## src/rtl/mp2_ram.sv

```systemverilog
// Simple dual-port RAM: one write port, one read port with registered data.
module mp2_ram #(
  parameter int unsigned DEPTH = 256,
  parameter int unsigned DW    = 16,
  localparam int unsigned AW   = (DEPTH > 1) ? $clog2(DEPTH) : 1
) (
  input  logic          clk_i,
  input  logic          we_i,
  input  logic [AW-1:0] waddr_i,
  input  logic [DW-1:0] wdata_i,
  input  logic          re_i,
  input  logic [AW-1:0] raddr_i,
  output logic [DW-1:0] rdata_o
);

  logic [DW-1:0] mem [DEPTH];
  logic [DW-1:0] rdata_q;

  always_ff @(posedge clk_i) begin
    if (we_i) begin
      mem[waddr_i] <= wdata_i;
    end
  end

  always_ff @(posedge clk_i) begin
    if (re_i) begin
      rdata_q <= mem[raddr_i];
    end
  end

  assign rdata_o = rdata_q;

endmodule

```

## config.mk

```make
export PLATFORM = sky130hd
export DESIGN_NAME = mp2_ram
export DESIGN_NICKNAME = d
export VERILOG_FILES = /design/src/rtl/mp2_ram.sv
export SDC_FILE = /design/constraint.sdc
export NUM_CORES = 2
export LEC_CHECK = 0
export BUFFER_PORTS_ARGS = -buffer_cell sky130_fd_sc_hd__buf_2
export CAP_MARGIN = 10
export CORE_MARGIN = 4
export CORE_UTILIZATION = 60
export CTS_CLUSTER_DIAMETER = 150
export CTS_CLUSTER_SIZE = 20
export DETAILED_ROUTE_END_ITERATION = 6
export GPL_ROUTABILITY_DRIVEN = 0
export PLACE_DENSITY_LB_ADDON = 0.08
export SLEW_MARGIN = 20
export SYNTH_ARGS = -nofsm -noshare
export SYNTH_HDL_FRONTEND = slang
export SYNTH_SLANG_ARGS = --single-unit
```

## constraint.sdc

```tcl
create_clock -name clk_i -period 4.5 [get_ports clk_i]
set_input_delay 0.9 -clock clk_i [delete_from_list [all_inputs] [get_ports clk_i]]
set_output_delay 0.9 -clock clk_i [all_outputs]
set_load 0.01 [all_outputs]
```

# [Word level (Yosys, flattened, before mapping)]
# Memories as Yosys holds them, arrays and structs flattened. A register that Yosys moved wholly into a read port is not among the register bits.
# Index checks and enable logic that the tools add are counted.
[word_totals] mem_bits_rw=4096 word_cells=3 n_memories=1 input_bits=35 regBits=0 out_inout_bits=16
[classes] muxes=2
[mem_list] name="mem" depth=256 word_bits=16 read_ports=1 rd_ports_with_merged_regs=1 wr=1 line_no="16" source="logic [DW-1:0] mem [DEPTH];"
[op_table] cell="$mux 1" count=2

# [Logic depth before layout (Yosys ltp)]
[logic_depth] ltp_word=2 mapped_depth=12 mapped_depth_nobuf=6

# [Worst setup path after synthesis]
# OpenSTA, ideal clock, no wires.
[synth_path] kind="input -> register" from="input port raddr_i[0]" to="register rdata_q[4], in the netlist rdata_o[4] (read register of mem), data pin" path_slack_ns=1.351 required_time_ns=4.235 n_path_buf=3 setup_time_ns=0.265 cell_stages=8 arrival_ns=2.884 cell_sequence="buf_6 > buf_6 > buf_2 > mux4_2 > mux4_2 > a22o_1 > o32ai_2 > nor4_2"
[synth_rtl] element="from (decl)" line_no="12" source="input logic [AW-1:0] raddr_i,"
[synth_rtl] element="to (decl)" line_no="17" source="logic [DW-1:0] rdata_q;"

==> summary.txt <==
Min path
  – Hold Crit Class: input port to flip-flop

Global routing
  – Busiest layer in global routing: met2
  – Largest net degree at the start of global routing: 147
  – Total track usage: 30.0%
  – Met3 Use GR: 6.04%
  – Global-route wire length before repair: 579 mm
  – Initial antenna violation count: 29
  – Vias in the first global route: 76400
  – Met1 global-route usage: 44.9%
  – Met2 Track Usage GR: 45.7%
  – Global route overflow: 0

Route
  – DRC: 0
  – Via count: 78600
  – DRT iter0 DRCs: 11100
  – Detail Route Antenna Nets: 0
  – DR vias/cell: 6.93
  – Post-Route WL: 407 mm
  – Wire per inst: 35.9 um
  – Initial DRT Pass Iterations: 6

Critical path
  – Critical Path Start Type: input port
  – Worst reg2reg setup slack: 1.14 ns
  – Crit Path Max Fanout: 33
  – Worst Setup End Kind: flip-flop
  – Cells on worst reg2reg path: 7
  – WP data arrival: 4.45 ns
  – Reg2Reg Capture Point: rdata_o[14]
  – Critical path class: input port to flip-flop
  – Worst Path Required: 5.15 ns
  – Worst Setup EP: rdata_o[14]
  – FF-to-FF Start: mem[139][14]
  – CP startpoint: raddr_i[1]

Cells and area
  – Filler instances: 17200
  – Nets: 7836
  – Share of post-route cells with drive strength above 1: 24.0%
  – P&R area growth vs syn: 8.72%
  – Post-Route Utilization: 65.7%

STA
  – Highest clock rate: 263 MHz
  – Slew headroom: 15.0%
  – Fin crit share: 84.4%
  – # setup viols final: 0
  – Worst-Margin Slew: 1.27 ns
  – Tmin final: 3.80 ns
  – Final Max Slew Viols: 0
  – Setup TNS: 0 ns
  – RSZ-0062 raised after global routing: no
  – Fin. Hold Viols: 0
  – Clock Skews: 0.0256 ns

Floorplan
  – Site Rows: 188
  – Starting Density: 60.4%
  – Core Box Area: 263000 um^2
  – Die area: 273000 um^2
  – Die Ht: 523 um
  – Die Wd: 523 um
  – Top Ports: 51

Clock network
  – Clk slew on worst S/H paths: 0.08 ns
  – CTS Buffer Depth: 3
  – TritonCTS clock tree: built
  – Hold_buf cts: 0
  – Cts bufs inserted: 223
  – Resized cells post-CTS: 0
  – Clk Latency, worst-skew pair: 0.89 ns
  – Root Buffer: clkbuf_16
  – Sink Count: 4112
  – # H-tree levels: 4
  – Setup bufs post-CTS: 0

Logic synthesis
  – Synth warn: 0
  – Synth Flop Type: edfxtp_1
  – Synth Net Count: 7395
  – Synth Instances: 7360
  – Yosys top cell area share: 77.7%
  – Post-synth ARST share: 0%
  – Yosys reg bits: 4112
  – Post-synth EDFFs: 4112
  – Post-Syn Area: 159000 um^2
  – Count leader, synth: edfxtp_1
  – Distinct cells, synth: 51
  – Yosys top cell by area: edfxtp_1
  – Dominant cells by area after synthesis: edfxtp_1, mux4_2, mux2i_1, o221ai_1, nor2_1
  – Seq/Total Area, Yosys: 77.7%
  – Post-synth top cells: edfxtp_1, mux4_2, mux2i_1
  – Post-synthesis area per instance: 21.6 um^2

Power
  – Max VDD drop: 455 uV
  – Pwr Density: 386 nW/um^2
  – P_leak: 54.2 nW
  – Tot Pwr: 66.6 mW

Place
  – Detailed placement HPWL: 248 mm
  – Buffers on Ports: 50

Run status
  – Status: completed

Flow run
  – Max-cap violation count: 0
-- cell usage in the layout, fill, tap and decap left out, types with 28 or more instances in the layout --
master	count
a22oi_1	43
nor3_1	90
o21ai_0	35
a21oi_1	175
nor2_1	251
mux2_2	88
clkbuf_16	227
buf_4	547
nor2_2	53
mux2i_1	565
a22o_1	32
o221ai_1	252
a221oi_1	28
buf_2	29
buf_12	73
nand2_1	38
o22ai_1	148
mux4_2	797
edfxtp_1	4112
-- cell type report --
| cell class | count | area (um^2) | area share, % |
|---|---|---|---|
| Antenna cell | 19 | 47.5 | 0.0275 |
| Sequential cell | 4112 | 123000 | 71.5 |
| Timing Repair Buffer | 668 | 5990 | 3.47 |
| Multi-Input combinational cell | 2792 | 32900 | 19.1 |
| Tap cell | 3515 | 4400 | 2.55 |
| Clock buffer | 227 | 5680 | 3.29 |
| Clock inverter | 11 | 160 | 0.0927 |
| Inverter | 4 | 27.5 | 0.0159 |
-- power by group --
part | internal (mW) | switching (mW) | total [mW]
registers | 42.2 | 0.0519 | 42.2
logic | 1.42 | 2.60 | 4.02
clock network | 8.97 | 11.4 | 20.4
total | 52.6 | 14.1 | 66.6
-- state kept, by name (all words and copies together), names as in the netlist --
name and flops:
mem 4096, rdata_o 16
-- worst max-delay path, stage by stage --
cell	delay [ns]
buf_8	0.37
buf_12	0.29
buf_12	0.21
buf_4	0.18
mux4_2	0.30
mux2_2	0.28
a22oi_1	0.34
nand2_1	0.32
o32ai_1	0.89
buf_4	0.24
nor4_1	0.05
-- worst min-delay path by stage --
stage	from	to	depth (start not counted)
after floorplan	mem[232][1]	rdata_o[1]	6
after global placement	mem[200][9]	rdata_o[9]	6
after detailed placement	mem[202][9]	rdata_o[9]	6
after CTS	wdata_i[3]	mem[108][3]	1
after global routing	wdata_i[3]	mem[108][3]	1
final	wdata_i[3]	mem[108][3]	1
-- cells by family (layout without fill, tap and decap cells) --
family | count (synthesis) | in the layout | share of synthesized area, %
flops | 4112 | 4112 | 77.7
mux | 1450 | 1450 | 15.5
compound gates | 786 | 786 | 3.53
simple gates | 556 | 556 | 1.57
buf+inv | 456 | 910 | 1.69
other cells | 0 | 19 | 0
-- per-layer routing --
metal,share of wire (%),wire length (um),vias to the layer above
li1,-,-,31900
met1,39,159000,42000
met2,47,192000,4235
met3,10,42500,539
met4,3.2,13100,6
met5,0.010,41,-
-- metrics by stage --
step	instance area (um^2)	hold WS [ns]	worst slack, ns	cells
floorplan	159000	0.973	1.35	7360
global placement	167000	1.15	-0.160	11100
detailed placement	167000	1.15	-0.162	11100
CTS	173000	0.420	0.782	11300
global route	173000	0.450	0.747	11300
finish	173000	0.451	0.700	11300
No activity file was read; power rests on OpenSTA's default activity.
