File: src/rtl/mp2_pkg.sv
// Shared types, constants and helpers for the 2x2 max-pool stream block.
package mp2_pkg;

  // Fixed field widths
  localparam int unsigned SAMPLE_W     = 16;
  localparam int unsigned CFG_WIDTH_W  = 7;
  localparam int unsigned CFG_CHAN_W   = 9;
  localparam int unsigned CFG_DATA_W   = 9;
  localparam int unsigned CFG_INDEX_W  = 1;

  // Default build sizes
  localparam int unsigned MAX_WIDTH_DEF    = 64;
  localparam int unsigned MAX_CHANNELS_DEF = 256;

  // Register values after reset (before clamping to the build sizes) and write-time minimums
  localparam int unsigned WIDTH_RESET = 32;
  localparam int unsigned CHAN_RESET  = 1;
  localparam int unsigned WIDTH_MIN   = 2;
  localparam int unsigned CHAN_MIN    = 1;

  typedef enum logic [CFG_INDEX_W-1:0] {
    REG_IMAGE_WIDTH   = 1'b0,
    REG_CHANNEL_COUNT = 1'b1
  } cfg_reg_e;

  // What one item does at its map position
  typedef struct packed {
    logic col_wr;  // even column: park sample per channel
    logic row_wr;  // even row, odd column: store pair max per half-column
    logic emit;    // odd row, odd column: window complete
    logic last;    // final window of the map
  } item_ctl_t;

  function automatic logic signed [SAMPLE_W-1:0] smax(
    input logic signed [SAMPLE_W-1:0] a,
    input logic signed [SAMPLE_W-1:0] b
  );
    smax = (a > b) ? a : b;
  endfunction

endpackage

File: src/rtl/mp2_pos.sv
// Map geometry registers and row/column/channel position tracking.
module mp2_pos #(
  parameter int unsigned MAX_WIDTH    = mp2_pkg::MAX_WIDTH_DEF,
  parameter int unsigned MAX_CHANNELS = mp2_pkg::MAX_CHANNELS_DEF,
  localparam int unsigned CW  = (MAX_CHANNELS > 1) ? $clog2(MAX_CHANNELS) : 1,
  localparam int unsigned RDEPTH = ((MAX_WIDTH / 2) * MAX_CHANNELS > 1) ?
                                   (MAX_WIDTH / 2) * MAX_CHANNELS : 2,
  localparam int unsigned RAW = $clog2(RDEPTH)
) (
  input  logic                            clk_i,
  input  logic                            rst_ni,
  input  logic                            cfg_we_i,
  input  mp2_pkg::cfg_reg_e               cfg_sel_i,
  input  logic [mp2_pkg::CFG_DATA_W-1:0]  cfg_data_i,
  input  logic                            adv_i,
  output mp2_pkg::item_ctl_t              ctl_o,
  output logic [CW-1:0]                   col_addr_o,
  output logic [RAW-1:0]                  row_addr_o
);

  localparam int unsigned PW = $clog2(MAX_WIDTH);
  localparam int unsigned WW = $clog2(MAX_WIDTH + 1);
  localparam int unsigned NW = $clog2(MAX_CHANNELS + 1);
  localparam int unsigned HW = (PW > 1) ? PW - 1 : 1;
  localparam int unsigned RST_W = (mp2_pkg::WIDTH_RESET > MAX_WIDTH) ?
                                  MAX_WIDTH : mp2_pkg::WIDTH_RESET;

  logic [WW-1:0] width_q, width_d;
  logic [NW-1:0] chans_q, chans_d;
  logic [PW-1:0] row_q, row_d;
  logic [PW-1:0] col_q, col_d;
  logic [CW-1:0] ch_q, ch_d;

  logic [mp2_pkg::CFG_WIDTH_W-1:0] wr_width;
  logic [mp2_pkg::CFG_CHAN_W-1:0]  wr_chans;
  logic [WW-1:0] even_w;
  logic          in_map;
  logic          ch_wrap, col_wrap, row_wrap;
  logic [HW-1:0] half_col;

  assign wr_width = cfg_data_i[mp2_pkg::CFG_WIDTH_W-1:0];
  assign wr_chans = cfg_data_i[mp2_pkg::CFG_CHAN_W-1:0];

  // Clamp geometry once at write time
  always_comb begin
    width_d = width_q;
    chans_d = chans_q;
    if (cfg_we_i) begin
      unique case (cfg_sel_i)
        mp2_pkg::REG_IMAGE_WIDTH: begin
          if (32'(wr_width) < mp2_pkg::WIDTH_MIN) begin
            width_d = WW'(mp2_pkg::WIDTH_MIN);
          end else if (32'(wr_width) > MAX_WIDTH) begin
            width_d = WW'(MAX_WIDTH);
          end else begin
            width_d = WW'(wr_width);
          end
        end
        mp2_pkg::REG_CHANNEL_COUNT: begin
          if (32'(wr_chans) < mp2_pkg::CHAN_MIN) begin
            chans_d = NW'(mp2_pkg::CHAN_MIN);
          end else if (32'(wr_chans) > MAX_CHANNELS) begin
            chans_d = NW'(MAX_CHANNELS);
          end else begin
            chans_d = NW'(wr_chans);
          end
        end
        default: ;
      endcase
    end
  end

  assign even_w   = {width_q[WW-1:1], 1'b0};
  assign in_map   = (WW'(row_q) < even_w) && (WW'(col_q) < even_w);
  assign ch_wrap  = (NW'(ch_q) + NW'(1)) == chans_q;
  assign col_wrap = (WW'(col_q) + WW'(1)) == width_q;
  assign row_wrap = (WW'(row_q) + WW'(1)) == width_q;

  always_comb begin
    ctl_o.col_wr = in_map && !col_q[0];
    ctl_o.row_wr = in_map && col_q[0] && !row_q[0];
    ctl_o.emit   = in_map && col_q[0] && row_q[0];
    ctl_o.last   = (WW'(row_q) == even_w - WW'(1)) &&
                   (WW'(col_q) == even_w - WW'(1)) && ch_wrap;
  end

  assign half_col   = HW'(col_q >> 1);
  assign col_addr_o = ch_q;
  assign row_addr_o = RAW'(32'(half_col) * MAX_CHANNELS + 32'(ch_q));

  // Raster advance, channel fastest; any register write restarts the map
  always_comb begin
    row_d = row_q;
    col_d = col_q;
    ch_d  = ch_q;
    if (cfg_we_i) begin
      row_d = '0;
      col_d = '0;
      ch_d  = '0;
    end else if (adv_i) begin
      if (ch_wrap) begin
        ch_d = '0;
        if (col_wrap) begin
          col_d = '0;
          row_d = row_wrap ? '0 : row_q + PW'(1);
        end else begin
          col_d = col_q + PW'(1);
        end
      end else begin
        ch_d = ch_q + CW'(1);
      end
    end
  end

  always_ff @(posedge clk_i or negedge rst_ni) begin
    if (!rst_ni) begin
      width_q <= WW'(RST_W);
      chans_q <= NW'(mp2_pkg::CHAN_RESET);
      row_q   <= '0;
      col_q   <= '0;
      ch_q    <= '0;
    end else begin
      width_q <= width_d;
      chans_q <= chans_d;
      row_q   <= row_d;
      col_q   <= col_d;
      ch_q    <= ch_d;
    end
  end

endmodule

File: config.mk
export PLATFORM = sky130hd
export DESIGN_NAME = mp2_pos
export DESIGN_NICKNAME = d
export VERILOG_FILES = /design/src/rtl/mp2_pkg.sv /design/src/rtl/mp2_pos.sv
export SDC_FILE = /design/constraint.sdc
export NUM_CORES = 1
export LEC_CHECK = 0
export BUFFER_PORTS_ARGS = -buffer_cell sky130_fd_sc_hd__buf_2
export CORE_ASPECT_RATIO = 0.8
export CORE_MARGIN = 4
export CORE_UTILIZATION = 35
export CTS_BUF_LIST = sky130_fd_sc_hd__clkbuf_16
export CTS_CLUSTER_DIAMETER = 60
export DETAILED_ROUTE_END_ITERATION = 8
export HOLD_SLACK_MARGIN = 0.1
export PLACE_DENSITY = 0.53
export SLEW_MARGIN = 20
export SYNTH_ARGS = -nofsm -noshare
export SYNTH_HDL_FRONTEND = slang
export SYNTH_SLANG_ARGS = --single-unit
File: constraint.sdc
create_clock -name clk_i -period 2.6 [get_ports clk_i]
set_input_delay 0.13 -clock clk_i [delete_from_list [all_inputs] [get_ports clk_i]]
set_output_delay 0.13 -clock clk_i [all_outputs]
set_load 0.03 [all_outputs]
Word-level counts from Yosys, hierarchy flattened
Index checks and enable logic that the tools add are counted.
{ "word_totals": {"input_bits": 14, "word_cells": 57, "output_inout_bits": 25, "register_bits": 36} }
{ "op_classes": {"reduce_logical": 16, "mux": 16, "n_eq_ne": 5, "addsub": 8, "n_lt_le_gt_ge": 6, "n_bitwise": 1} }
{ "ops": {"columns": ["operator", "n"], "rows": [
  ["6-bit two-way mux", 9],
  ["8-bit two-way mux", 3],
  ["9-bit two-way mux", 2],
  ["6-bit by 1-bit adder with 7-bit output (second input constant)", 2],
  ["6-bit by 7-bit == test with 1-bit output", 2],
  ["7-bit == test", 2],
  ["6-bit by 7-bit < comparator with 1-bit output", 2],
  ["7-bit two-way mux", 2],
  ["13-bit by 8-bit adder with 13-bit output", 1],
  ["6-bit by 1-bit adder with 6-bit output (second input constant)", 2],
  ["8-bit by 1-bit adder with 9-bit output (second input constant)", 1],
  ["9-bit == test", 1],
  ["9-bit greater-than comparator (second input constant)", 1],
  ["9-bit by 1-bit < comparator with 1-bit output (second input constant)", 1],
  ["8-bit by 1-bit adder with 8-bit output (second input constant)", 1],
  ["7-bit greater-than comparator (second input constant)", 1],
  ["1-bit logical AND", 7],
  ["7-bit by 2-bit < comparator with 1-bit output (second input constant)", 1],
  ["7-bit by 1-bit subtractor with 7-bit output (second input constant)", 1],
  ["2-bit AND reduction", 3],
  ["2-bit nonzero test", 3],
  ["3-bit AND reduction", 1],
  ["1-bit logical NOT", 2],
  ["1-bit NOT", 1]
]} }

Logic depth before layout (Yosys ltp)
Gate-level depths: netlist of the first run.
{ "logic_depth": {"depth_word": 7, "mapped_depth": 9, "depth_no_buf": 8} }

Least setup slack after synthesis of the first run
OpenSTA, ideal clock, no wires.
{ "synth_path": {"kind": "register -> output", "startpoint": "register ch_q[0] (netlist: col_addr_o[0])", "endpoint": "output ctl_o[0] (netlist name)", "t_arrival_ps": 3454, "n_path_buf": 1, "path_slack_ps": -984, "required_ps": 2470, "path_stages_with_launch": 9, "cell_sequence": "dfrtp_1 > ha_1 > buf_2 > nand3_1 > nand3b_1 > o2111ai_1 > nor4_4 > nand3_1 > a2111oi_0"} }
{ "synth_lines": {"columns": ["element", "line_no", "rtl"], "rows": [
  ["from (decl)", "mp2_pos.sv:32", "logic [CW-1:0] ch_q, ch_d;"],
  ["from (signal assigned)", "mp2_pos.sv:127", "ch_q <= ch_d;"],
  ["to (decl)", "mp2_pos.sv:16", "output mp2_pkg::item_ctl_t ctl_o,"]
]} }

==> results of run 1 <==
==> critical path, delay by kind of cell, from the launching register on <==
kind	cells	cell delay (ns)
buffers and inverters	1	0.21
AND/OR/NAND/NOR	4	0.87
adder cells (fa/ha/maj)	1	0.24
flip-flops	1	0.36
AO/OA/AOI/OAI	2	0.54
==> state kept, by name, summed over array words and instances, names as in the netlist <==
register	flops
chans_q	9
col_addr_o	8
width_q	7
col_q	6
row_q	6
==> power by group through the flow <==
| stage | Clock [mW] | Sequential, mW | Combinational (mW) |
|---|---|---|---|
| detailed placement | 0 | 0.656 | 0.440 |
| global placement | 0 | 0.656 | 0.436 |
| global route | 0.741 | 0.654 | 0.519 |
| CTS | 0.715 | 0.646 | 0.450 |
| floorplan | 0 | 0.642 | 0.317 |
| finish | 0.705 | 0.648 | 0.467 |
==> final cells by class <==
cell class              count  share of cell area
clock buffers               5              0.0337
clock inverters             3              0.0114
inverters                  10              0.0101
multi-input cells         269               0.519
flip-flops and latches     36               0.244
well taps                 108              0.0364
repair buffers             83               0.145
==> metal layers <==
metal	global-route usage	share of wire
met5	0	0
met4	0.0400	0.0097
met3	0.0322	0.051
met2	0.223	0.42
met1	0.248	0.52
==> cells by family (layout without fill, tap and decap cells) <==
kind of cell    count (synthesis)  count (layout)  synth area share
xor+xnor                       28              28            0.0830
simple gates                  142             142             0.262
flops                          36              36             0.306
buf+inv                        43             101            0.0766
compound gates                 75              75             0.179
mux                            10              10            0.0351
fa+ha+maj                      14              14            0.0593
==> cell usage in the layout (no fill, tap or decap), types with 4 or more instances in the layout <==
cell type  count
a21oi_1        8
a22o_1         8
a31oi_1        8
and3_1         7
buf_2         36
buf_4         45
clkbuf_16      5
dfrtp_1       30
dfrtp_2        4
ha_1          12
inv_1          9
mux2i_1        7
nand2_1       35
nand2b_1       6
nand3_1       16
nand3b_1       5
nor2_1        29
nor2b_1        6
nor3_1         7
o21a_1         9
o21ai_0       18
xnor2_1       18
xor2_1         9
==> repair_timing <==
item,4_1_cts,5_1_grt
hold endpoints to repair,35,0
pin swaps,0,7
buffers inserted,0,10
setup endpoints to repair,11,16
resized for setup,8,12
hold buffers,2,0
==> how the worst min path moves through the flow <==
| stage | to | cells past startpoint |
|---|---|---|
| after floorplan | chans_q[1]$_DFFE_PN0P_ | 0 |
| after global placement | col_addr_o[2]$_DFFE_PN0P_ | 1 |
| after detailed placement | col_q[0]$_DFFE_PN0P_ | 1 |
| after CTS | chans_q[3]$_DFFE_PN0P_ | 2 |
| after global routing | width_q[2]$_DFFE_PN0P_ | 2 |
| final | chans_q[5]$_DFFE_PN0P_ | 2 |
==> metrics.txt, run 1 <==
run status=finished with violations; violated checks=setup timing; Crit-path slowest cell=nor4_4; Initial Util=0.365; Final nets=between 400 and 500; crit path DAT=~2.5 ns; Final setup viols=1; Remaining DRCs=0; Critical Path, Cell by Cell=ha_2, nand3_1, nand3b_1, o2111ai_2, nor4_4, nand3_2, a2111oi_4, buf_4; P_leak=~1.6 nW; Sw Pwr=between 0.5 and 0.6 mW; final period utilization=1.01; P per Cell Area=just under 500 mW/mm²; hold path start=cfg_data_i[5]; Sink Count=36; fin. max-slew vios=0; worst setup margin=-0.0287 ns; cell row count=29; post-synthesis cell count=approximately 350; final instance area=about 0.0037 mm²; post-synthesis register bit count=36; first-pass GRT wire length=about 13 mm; EDFF count, synth=0; register area=around 910 µm²; Yosys cell types=55; area of the multi-input gates=between 0.0015 and 0.002 mm²; Post-synth ARST share=1.00; post-route ant nets=0; pin count of the biggest net entering global routing=37; CP Max Fanout=6; top post-synthesis cells by count=nand2_1 (35), dfrtp_1 (34), nor2_1 (29); gr ovfl total=0; routed wire length=~8.0 mm; count leader, synth=nand2_1; cell total after placement=494; vias in the first global route=2556; min cycle time layout=between 2 and 3 ns; leading area contributor after synthesis=dfrtp_1; syn avg cell area=approximately 8.5 µm²; via/cell ratio=around 5.2; CTS root buf=clkbuf_16; Req. time, crit path=~2.5 ns; Clock Skew=0.00650 ns; CP Class=reg -> out; Reg2Reg Depth=7; Core ar.=around 0.008 mm²; end of the worst register-to-register path=row_q[2]$_DFFE_PN0P_; # Max-Cap Violations=0; Ant. Diodes=0; crit path from=col_addr_o[0]$_DFFE_PN0P_; Inserted Clock Buffers=5; die area=roughly 0.01 mm²; DRT Pass-1 Iters=4; crit end category=output pin; Logic pwr share=0.257; area delta synth->final=25.8%; Place WS=-0.108 ns; Reg2Reg Setup Slack=~0.020 ns; chip height=90.2 µm; Seq/Total Area, Yosys=0.306; post-DP HPWL=~5.8 mm; clk slew on worst S/H paths=about 0.06 ns; synth warn=0; top-area cell type share of the netlist area=0.288; worst vdd ir=approximately 0.23 mV; initial antenna violation count=0; GP Congestion=a little over 0.9; Vias=2694; Hold Crit Class=in -> reg; IO buf count=38; final cell count without fillers=514; sw frac=0.311; RSZ-0062 raised after global routing=yes; crit path launch type=flop; CP Capture Point=ctl_o[0]; r2r startpoint=col_q[0]$_DFFE_PN0P_; worst skew pair latency=between 0.2 and 0.3 ns; f_max=roughly 380 MHz; Min Hold Slack=around 0.11 ns; wire per inst=between 15 and 20 µm; Rel. slew slack=0.434; Synthesized Nets=between 300 and 400; chip width=between 100 and 150 µm; H-tree depth=2; measured slew at the worst slew-check pin=around 0.85 ns; Max Root-Sink Buffers=2; num ports=39; Pint=1.25 mW; Post-DP Area=~0.0034 mm²; CTS tree=yes; layout cells sized above 1=0.296; Filler cells=around 790; Synth area leaders=dfrtp_1 (29%), ha_1 (5.9%), xnor2_1 (5.6%); Final Hold Violating Endpoints=0; Worst path max stage delay=approximately 0.4 ns; Iter 0 DRT Violations=about 130; final setup TNS=-0.0287 ns; synthesized area=roughly 0.0030 mm²; Post-synth top flop=dfrtp_1; GRT Total Usage=0.160; Layout Utilization=0.459; total power=around 1.8 mW; Seq pwr share=0.356; share of power burned in the clock network=0.387
Power figures use the tool's default switching activity.
==> run 2, diff against run 1 <==
--- a/config.mk
+++ b/config.mk
@@ -9,7 +9,7 @@
 export CORE_ASPECT_RATIO = 0.8
 export CORE_MARGIN = 4
 export CORE_UTILIZATION = 35
-export CTS_BUF_LIST = sky130_fd_sc_hd__clkbuf_16
+export CTS_BUF_LIST = sky130_fd_sc_hd__clkbuf_2
 export CTS_CLUSTER_DIAMETER = 60
 export DETAILED_ROUTE_END_ITERATION = 8
 export HOLD_SLACK_MARGIN = 0.1
==> run 2 against run 1 <==
Net effect: the flow still finishes with violations (setup timing); sequential share of layout area down 1.5 points; core utilization rose by 3.3 points; global-route usage increased by 0.26 points; clock skew increased by 0.027 ns; worst hold slack better by 0.047 ns; final area up 7.1%; cell count up 4.7%; combinational power increased by 18%; power is 13% lower; critical endpoint is now row_q[2]$_DFFE_PN0P_.
==> metrics.txt, run 2 (same netlist as run 1, synthesis figures left out) <==
P per Cell Area=397 mW/mm² (was 490 mW/mm²); clk slew on worst S/H paths=0.23 ns (was 0.06 ns); Rel. slew slack=0.432 (was 0.434); final cell count without fillers=538 (was 514); Reg2Reg Depth=7 (unchanged); worst setup margin=-0.0450 ns (was -0.0287 ns); Ant. Diodes=0 (unchanged); crit end category=flop (was output pin); Place WS=-0.108 ns (unchanged); fin. max-slew vios=0 (unchanged); hold path start=cfg_we_i (was cfg_data_i[5]); gr ovfl total=0 (unchanged); Final setup viols=3 (was 1); Remaining DRCs=0 (unchanged); Clock Skew=0.0338 ns (was 0.00650 ns); violated checks=setup timing (unchanged); # Max-Cap Violations=0 (unchanged); CP Max Fanout=5 (was 6); vias in the first global route=2626 (was 2556); post-DP HPWL=5.85 mm (unchanged); GRT Total Usage=0.163 (was 0.160); routed wire length=8.36 mm (was 8.04 mm); wire per inst=15.5 µm (was 15.6 µm); Filler cells=766 (was 789); hold depth=2 (unchanged); final setup TNS=-0.0905 ns (was -0.0287 ns); end of the worst register-to-register path=row_q[2]$_DFFE_PN0P_ (unchanged); cell row count=29 (unchanged); cell total after placement=494 (unchanged); CP Class=reg -> reg (was reg -> out); worst skew pair latency=0.42 ns (was 0.29 ns); chip width=111 µm (unchanged); die area=0.00999 mm² (unchanged); final period utilization=1.02 (was 1.01); H-tree depth=2 (unchanged); r2r startpoint=col_q[1]$_DFFE_PN0P_ (was col_q[0]$_DFFE_PN0P_); Initial Util=0.365 (unchanged); Req. time, crit path=2.96 ns (was 2.47 ns); P_leak=1.70 nW (was 1.60 nW); Hold Path Sink=row_q[1]$_DFFE_PN0P_ (was chans_q[5]$_DFFE_PN0P_); Top reg by flops=chans_q (unchanged); max reg flops=9 (unchanged); chip height=90.2 µm (unchanged); IO buf count=38 (unchanged); pin count of the biggest net entering global routing=37 (unchanged); area delta synth->final=34.8% (was 25.8%); Core ar.=0.00809 mm² (unchanged); RSZ-0062 raised after global routing=yes (unchanged); post-route ant nets=0 (unchanged); Reg2Reg Setup Slack=-0.04 ns (was 0.02 ns); initial antenna violation count=0 (unchanged); CTS tree=yes (unchanged); Final nets=457 (was 433); crit path DAT=3.01 ns (was 2.50 ns); f_max=378 MHz (was 380 MHz); worst vdd ir=0.200 mV (was 0.232 mV); num ports=39 (unchanged); Sink Count=36 (unchanged); via/cell ratio=5.22 (was 5.24); Final Hold Violating Endpoints=0 (unchanged); commonest non-fill, non-tap cells in the layout=buf_4 (56), buf_2 (36), nand2_1 (35), nor2_1 (28), dfrtp_1 (27) (was buf_4 (45), buf_2 (36), nand2_1 (35), dfrtp_1 (30), nor2_1 (29)); Hold Crit Class=in -> reg (unchanged); DRT Pass-1 Iters=4 (unchanged); min cycle time layout=2.64 ns (was 2.63 ns); run status=finished with violations (unchanged); crit path launch type=flop (unchanged); Inserted Clock Buffers=5 (unchanged); measured slew at the worst slew-check pin=0.852 ns (was 0.849 ns); CTS root buf=clkbuf_2 (was clkbuf_16); Iter 0 DRT Violations=118 (was 133); Vias=2811 (was 2694); first-pass GRT wire length=13.4 mm (was 13.1 mm); GP Congestion=0.930 (unchanged); commonest non-fill, non-tap cell in the layout=buf_4 (unchanged); Max Root-Sink Buffers=2 (unchanged); layout cells sized above 1=0.358 (was 0.296)
run 2: cell count changes in the layout (fill, tap and decap cells not counted), moves of 3 or more:
cell	previous run	this run
clkbuf_2	0	5
dfrtp_1	30	27
o21ai_0	18	14
dfrtp_2	4	7
clkbuf_16	5	0
dlygate4sd3_1	2	13
buf_4	45	56
ha_4	0	3
xnor2_1	18	15
xnor2_2	1	4
run 2: worst max-delay path by stage:
stage                              startpoint  slack, ns  depth (start not counted)                        end
finish                   col_q[1]$_DFFE_PN0P_      -0.04                          7       row_q[2]$_DFFE_PN0P_
global route             col_q[1]$_DFFE_PN0P_      -0.16                          7       row_q[2]$_DFFE_PN0P_
CTS                 col_addr_o[0]$_DFFE_PN0P_      -0.07                          9                   ctl_o[0]
detailed placement  col_addr_o[0]$_DFFE_PN0P_      -0.11                          9  col_addr_o[7]$_DFFE_PN0P_
global placement         col_q[0]$_DFFE_PN0P_      -0.05                          8       row_q[4]$_DFFE_PN0P_
floorplan           col_addr_o[1]$_DFFE_PN0P_      0.001                          9       col_q[4]$_DFFE_PN0P_
run 2: critical path, cell delays in order, from the launching register on:
cell and delay [ns]:
dfrtp_2 0.49, nand3_4 0.11, o21a_1 0.20, or4_4 0.52, a2111oi_4 0.38, nand4_1 0.22
or4b_1 0.50, a31oi_1 0.17
run 2: per-stage QoR:
step	power [mW]	area, µm²	utilization	hold WS (ns)
floorplan	0.959	2980	-	-0.166
global placement	1.09	3360	0.416	0.275
detailed placement	1.10	3360	0.416	0.288
CTS	1.51	3630	0.448	0.130
global route	1.68	3980	0.492	0.153
finish	1.58	3980	0.492	0.157
run 2: power breakdown:
group | total, mW | switching, mW | internal (mW)
Clock | 0.382 | 0.222 | 0.160
Sequential | 0.649 | 0.0488 | 0.600
Combinational | 0.550 | 0.294 | 0.256
Total | 1.58 | 0.565 | 1.02
run 2: layer usage:
metal | routed length (µm) | track usage
met5 | 0 | 0
met3 | 469 | 0.0342
met1 | 4190 | 0.247
met2 | 3610 | 0.235
met4 | 85 | 0.0349
run 2: final cells by class:
class | count | area, µm² | area share
timing repair buffer | 107 | 753 | 0.189
multi-input combinational | 269 | 2070 | 0.521
sequential | 36 | 912 | 0.229
tap | 108 | 135 | 0.0339
inverter | 10 | 40.0 | 0.0101
clock buffer | 5 | 25.0 | 0.00628
clock inverter | 3 | 42.5 | 0.0107
run 2: repair_timing:
| item | 4_1_cts | 5_1_grt |
|---|---|---|
| endpoints found under the hold margin | 50 | 0 |
| hold buffers | 13 | 0 |
| pin swaps | 3 | 20 |
| gates resized for setup | 15 | 39 |
| endpoints found under the setup margin | 13 | 20 |
| buffers inserted | 2 | 21 |
==> run 3, diff against run 2 <==
--- a/config.mk
+++ b/config.mk
@@ -8,12 +8,13 @@
 export BUFFER_PORTS_ARGS = -buffer_cell sky130_fd_sc_hd__buf_2
 export CORE_ASPECT_RATIO = 0.8
 export CORE_MARGIN = 4
-export CORE_UTILIZATION = 35
+export CORE_UTILIZATION = 40
 export CTS_BUF_LIST = sky130_fd_sc_hd__clkbuf_2
 export CTS_CLUSTER_DIAMETER = 60
 export DETAILED_ROUTE_END_ITERATION = 8
+export GPL_TIMING_DRIVEN = 0
 export HOLD_SLACK_MARGIN = 0.1
-export PLACE_DENSITY = 0.53
+export PLACE_DENSITY = 0.59
 export SLEW_MARGIN = 20
 export SYNTH_ARGS = -nofsm -noshare
 export SYNTH_HDL_FRONTEND = slang
==> run 3 against run 2 <==
Net effect: the flow now finishes without violations; register-to-register slack gained 0.11 ns; combinational power decreased by 2%; clock-buffer cell count rose by 1; flip-flop and latch count is the same; first-iteration DRC count increased by 14%; routed wire length is 5.9% lower; worst setup slack gained 0.11 ns; clock skew fell by 0.0070 ns; critical path type unchanged; largest power group unchanged.
==> metrics.txt, run 3 (same netlist as run 1, synthesis figures left out) <==
post-route ant nets=0 (unchanged); # Max-Cap Violations=0 (unchanged); GRT Total Usage=0.184 (was 0.163); vias in the first global route=2728 (was 2626); max reg flops=9 (unchanged); Sink Count=36 (unchanged); area delta synth->final=31.5% (was 34.8%); num ports=39 (unchanged); worst setup margin=0.0669 ns (was -0.0450 ns); Initial Util=0.421 (was 0.365); worst skew pair latency=0.42 ns (about the same); Vias=2832 (was 2811); Final Hold Violating Endpoints=0 (unchanged); Core ar.=0.00703 mm² (was 0.00809 mm²); CTS tree=yes (unchanged); CP Class=reg -> reg (unchanged); H-tree depth=2 (unchanged); post-DP HPWL=5.45 mm (was 5.85 mm); DRT Pass-1 Iters=4 (unchanged); Top reg by flops=chans_q (unchanged); die area=0.00884 mm² (was 0.00999 mm²); total power=1.56 mW (was 1.58 mW); P_leak=1.69 nW (was 1.70 nW); chip height=84.9 µm (was 90.2 µm); Hold Crit Class=in -> reg (unchanged); final cell count without fillers=516 (was 538); IO buf count=38 (unchanged); Max Root-Sink Buffers=2 (unchanged); Clock Skew=0.0268 ns (was 0.0338 ns); cell total after placement=473 (was 494); Ant. Diodes=0 (unchanged); Min Hold Slack=0.159 ns (was 0.157 ns); Final setup viols=0 (was 3); commonest non-fill, non-tap cells in the layout=buf_4 (40), buf_2 (38), nand2_1 (35), nor2_1 (29), dfrtp_1 (28) (was buf_4 (56), buf_2 (36), nand2_1 (35), nor2_1 (28), dfrtp_1 (27)); crit end category=flop (unchanged); initial antenna violation count=0 (unchanged); run status=finished clean (was finished with violations); min cycle time layout=2.53 ns (was 2.64 ns); Iter 0 DRT Violations=135 (was 118); final period utilization=0.974 (was 1.02); CP Max Fanout=9 (was 5); Rel. slew slack=0.442 (was 0.432); commonest non-fill, non-tap cell in the layout=buf_4 (unchanged); worst vdd ir=0.233 mV (was 0.200 mV); Place WS=-0.317 ns (was -0.108 ns); Inserted Clock Buffers=5 (unchanged); RSZ-0062 raised after global routing=yes (unchanged); chip width=104 µm (was 111 µm); pin count of the biggest net entering global routing=37 (unchanged); f_max=395 MHz (was 378 MHz); Req. time, crit path=2.91 ns (was 2.96 ns); first-pass GRT wire length=13.4 mm (about the same); CTS root buf=clkbuf_2 (unchanged); wire per inst=15.2 µm (was 15.5 µm); GP Congestion=0.870 (was 0.930); layout cells sized above 1=0.322 (was 0.358); Remaining DRCs=0 (unchanged); via/cell ratio=5.49 (was 5.22); routed wire length=7.87 mm (was 8.36 mm); crit path launch type=flop (unchanged); gr ovfl total=0 (unchanged); Filler cells=662 (was 766); P per Cell Area=401 mW/mm² (was 397 mW/mm²); measured slew at the worst slew-check pin=0.836 ns (was 0.852 ns); crit path DAT=2.84 ns (was 3.01 ns); clk slew on worst S/H paths=0.23 ns (about the same); fin. max-slew vios=0 (unchanged); Final nets=456 (was 457); cell row count=27 (was 29)
==> run 3: cell types whose count changed in the layout (fill, tap and decap cells not counted), moves of 2 or more <==
cell / change
clkbuf_4: +2
o41ai_2: +2
buf_2: +2
o21ai_2: -2
clkbuf_2: +2
o21ai_1: +3
a21oi_1: +2
clkbuf_1: +8
o41ai_1: -2
a21oi_2: -2
inv_2: +2
buf_4: -16
==> run 3: area by class of cell <==
cell class              count  area, µm²  share of cell area
well taps                  87        109              0.0280
plain buffers              31        210              0.0541
clock buffers               6       30.0             0.00773
flip-flops and latches     36        911               0.234
repair buffers             75        509               0.131
clock inverters             2       35.0             0.00901
inverters                  10       37.5             0.00966
multi-input cells         269       2040               0.526
==> run 3: final timing paths <==
check | start | endpoint | slack (ns) | depth (start not counted)
max | col_addr_o[0]$_DFFE_PN0P_ | col_addr_o[0]$_DFFE_PN0P_ | 0.07 | 10
min | adv_i | col_addr_o[5]$_DFFE_PN0P_ | 0.16 | 4
max reg2reg | col_addr_o[0]$_DFFE_PN0P_ | col_addr_o[0]$_DFFE_PN0P_ | 0.07 | 10
min reg2reg | chans_q[1]$_DFFE_PN0P_ | chans_q[1]$_DFFE_PN0P_ | 0.56 | 2
max in group asynchronous | rst_ni | col_addr_o[0]$_DFFE_PN0P_ | 1.69 | 2
min in group asynchronous | rst_ni | col_addr_o[5]$_DFFE_PN0P_ | 0.31 | 2
==> run 3: per-stage QoR <==
step	TNS (ns)	instance area [µm²]	util
2_1_floorplan	0	2980	-
3_3_place_gp	-3.27	3280	0.467
3_5_place_dp	-3.88	3280	0.467
4_1_cts	-0.158	3660	0.520
5_1_grt	-0.255	3890	0.553
6_report	0	3890	0.553
==> run 3: per-layer routing <==
layer,up-vias,global-route usage,share of wire
met4,0,0.0556,0.019
met2,71,0.281,0.43
met1,1351,0.267,0.50
li1,1393,-,-
met5,-,0,0
met3,17,0.0327,0.054
==> run 3: critical path, cell delays in order (launching register included) <==
cell	delay, ns
dfrtp_2	0.47
ha_4	0.17
buf_8	0.13
xor2_1	0.14
o22ai_1	0.22
a22oi_2	0.16
a2111oi_4	0.46
buf_4	0.20
a211oi_4	0.05
buf_4	0.18
mux2_2	0.26
==> run 3: timing repair <==
action,CTS,global route
gates resized for setup,18,42
buffers inserted,13,11
setup endpoints to repair,18,22
hold endpoints to repair,50,0
hold buffers,13,0
pin swaps,8,21
==> run 3: where the power goes <==
group,internal [mW],switching (mW)
combinational,0.242,0.296
clock,0.165,0.219
sequential,0.599,0.0365
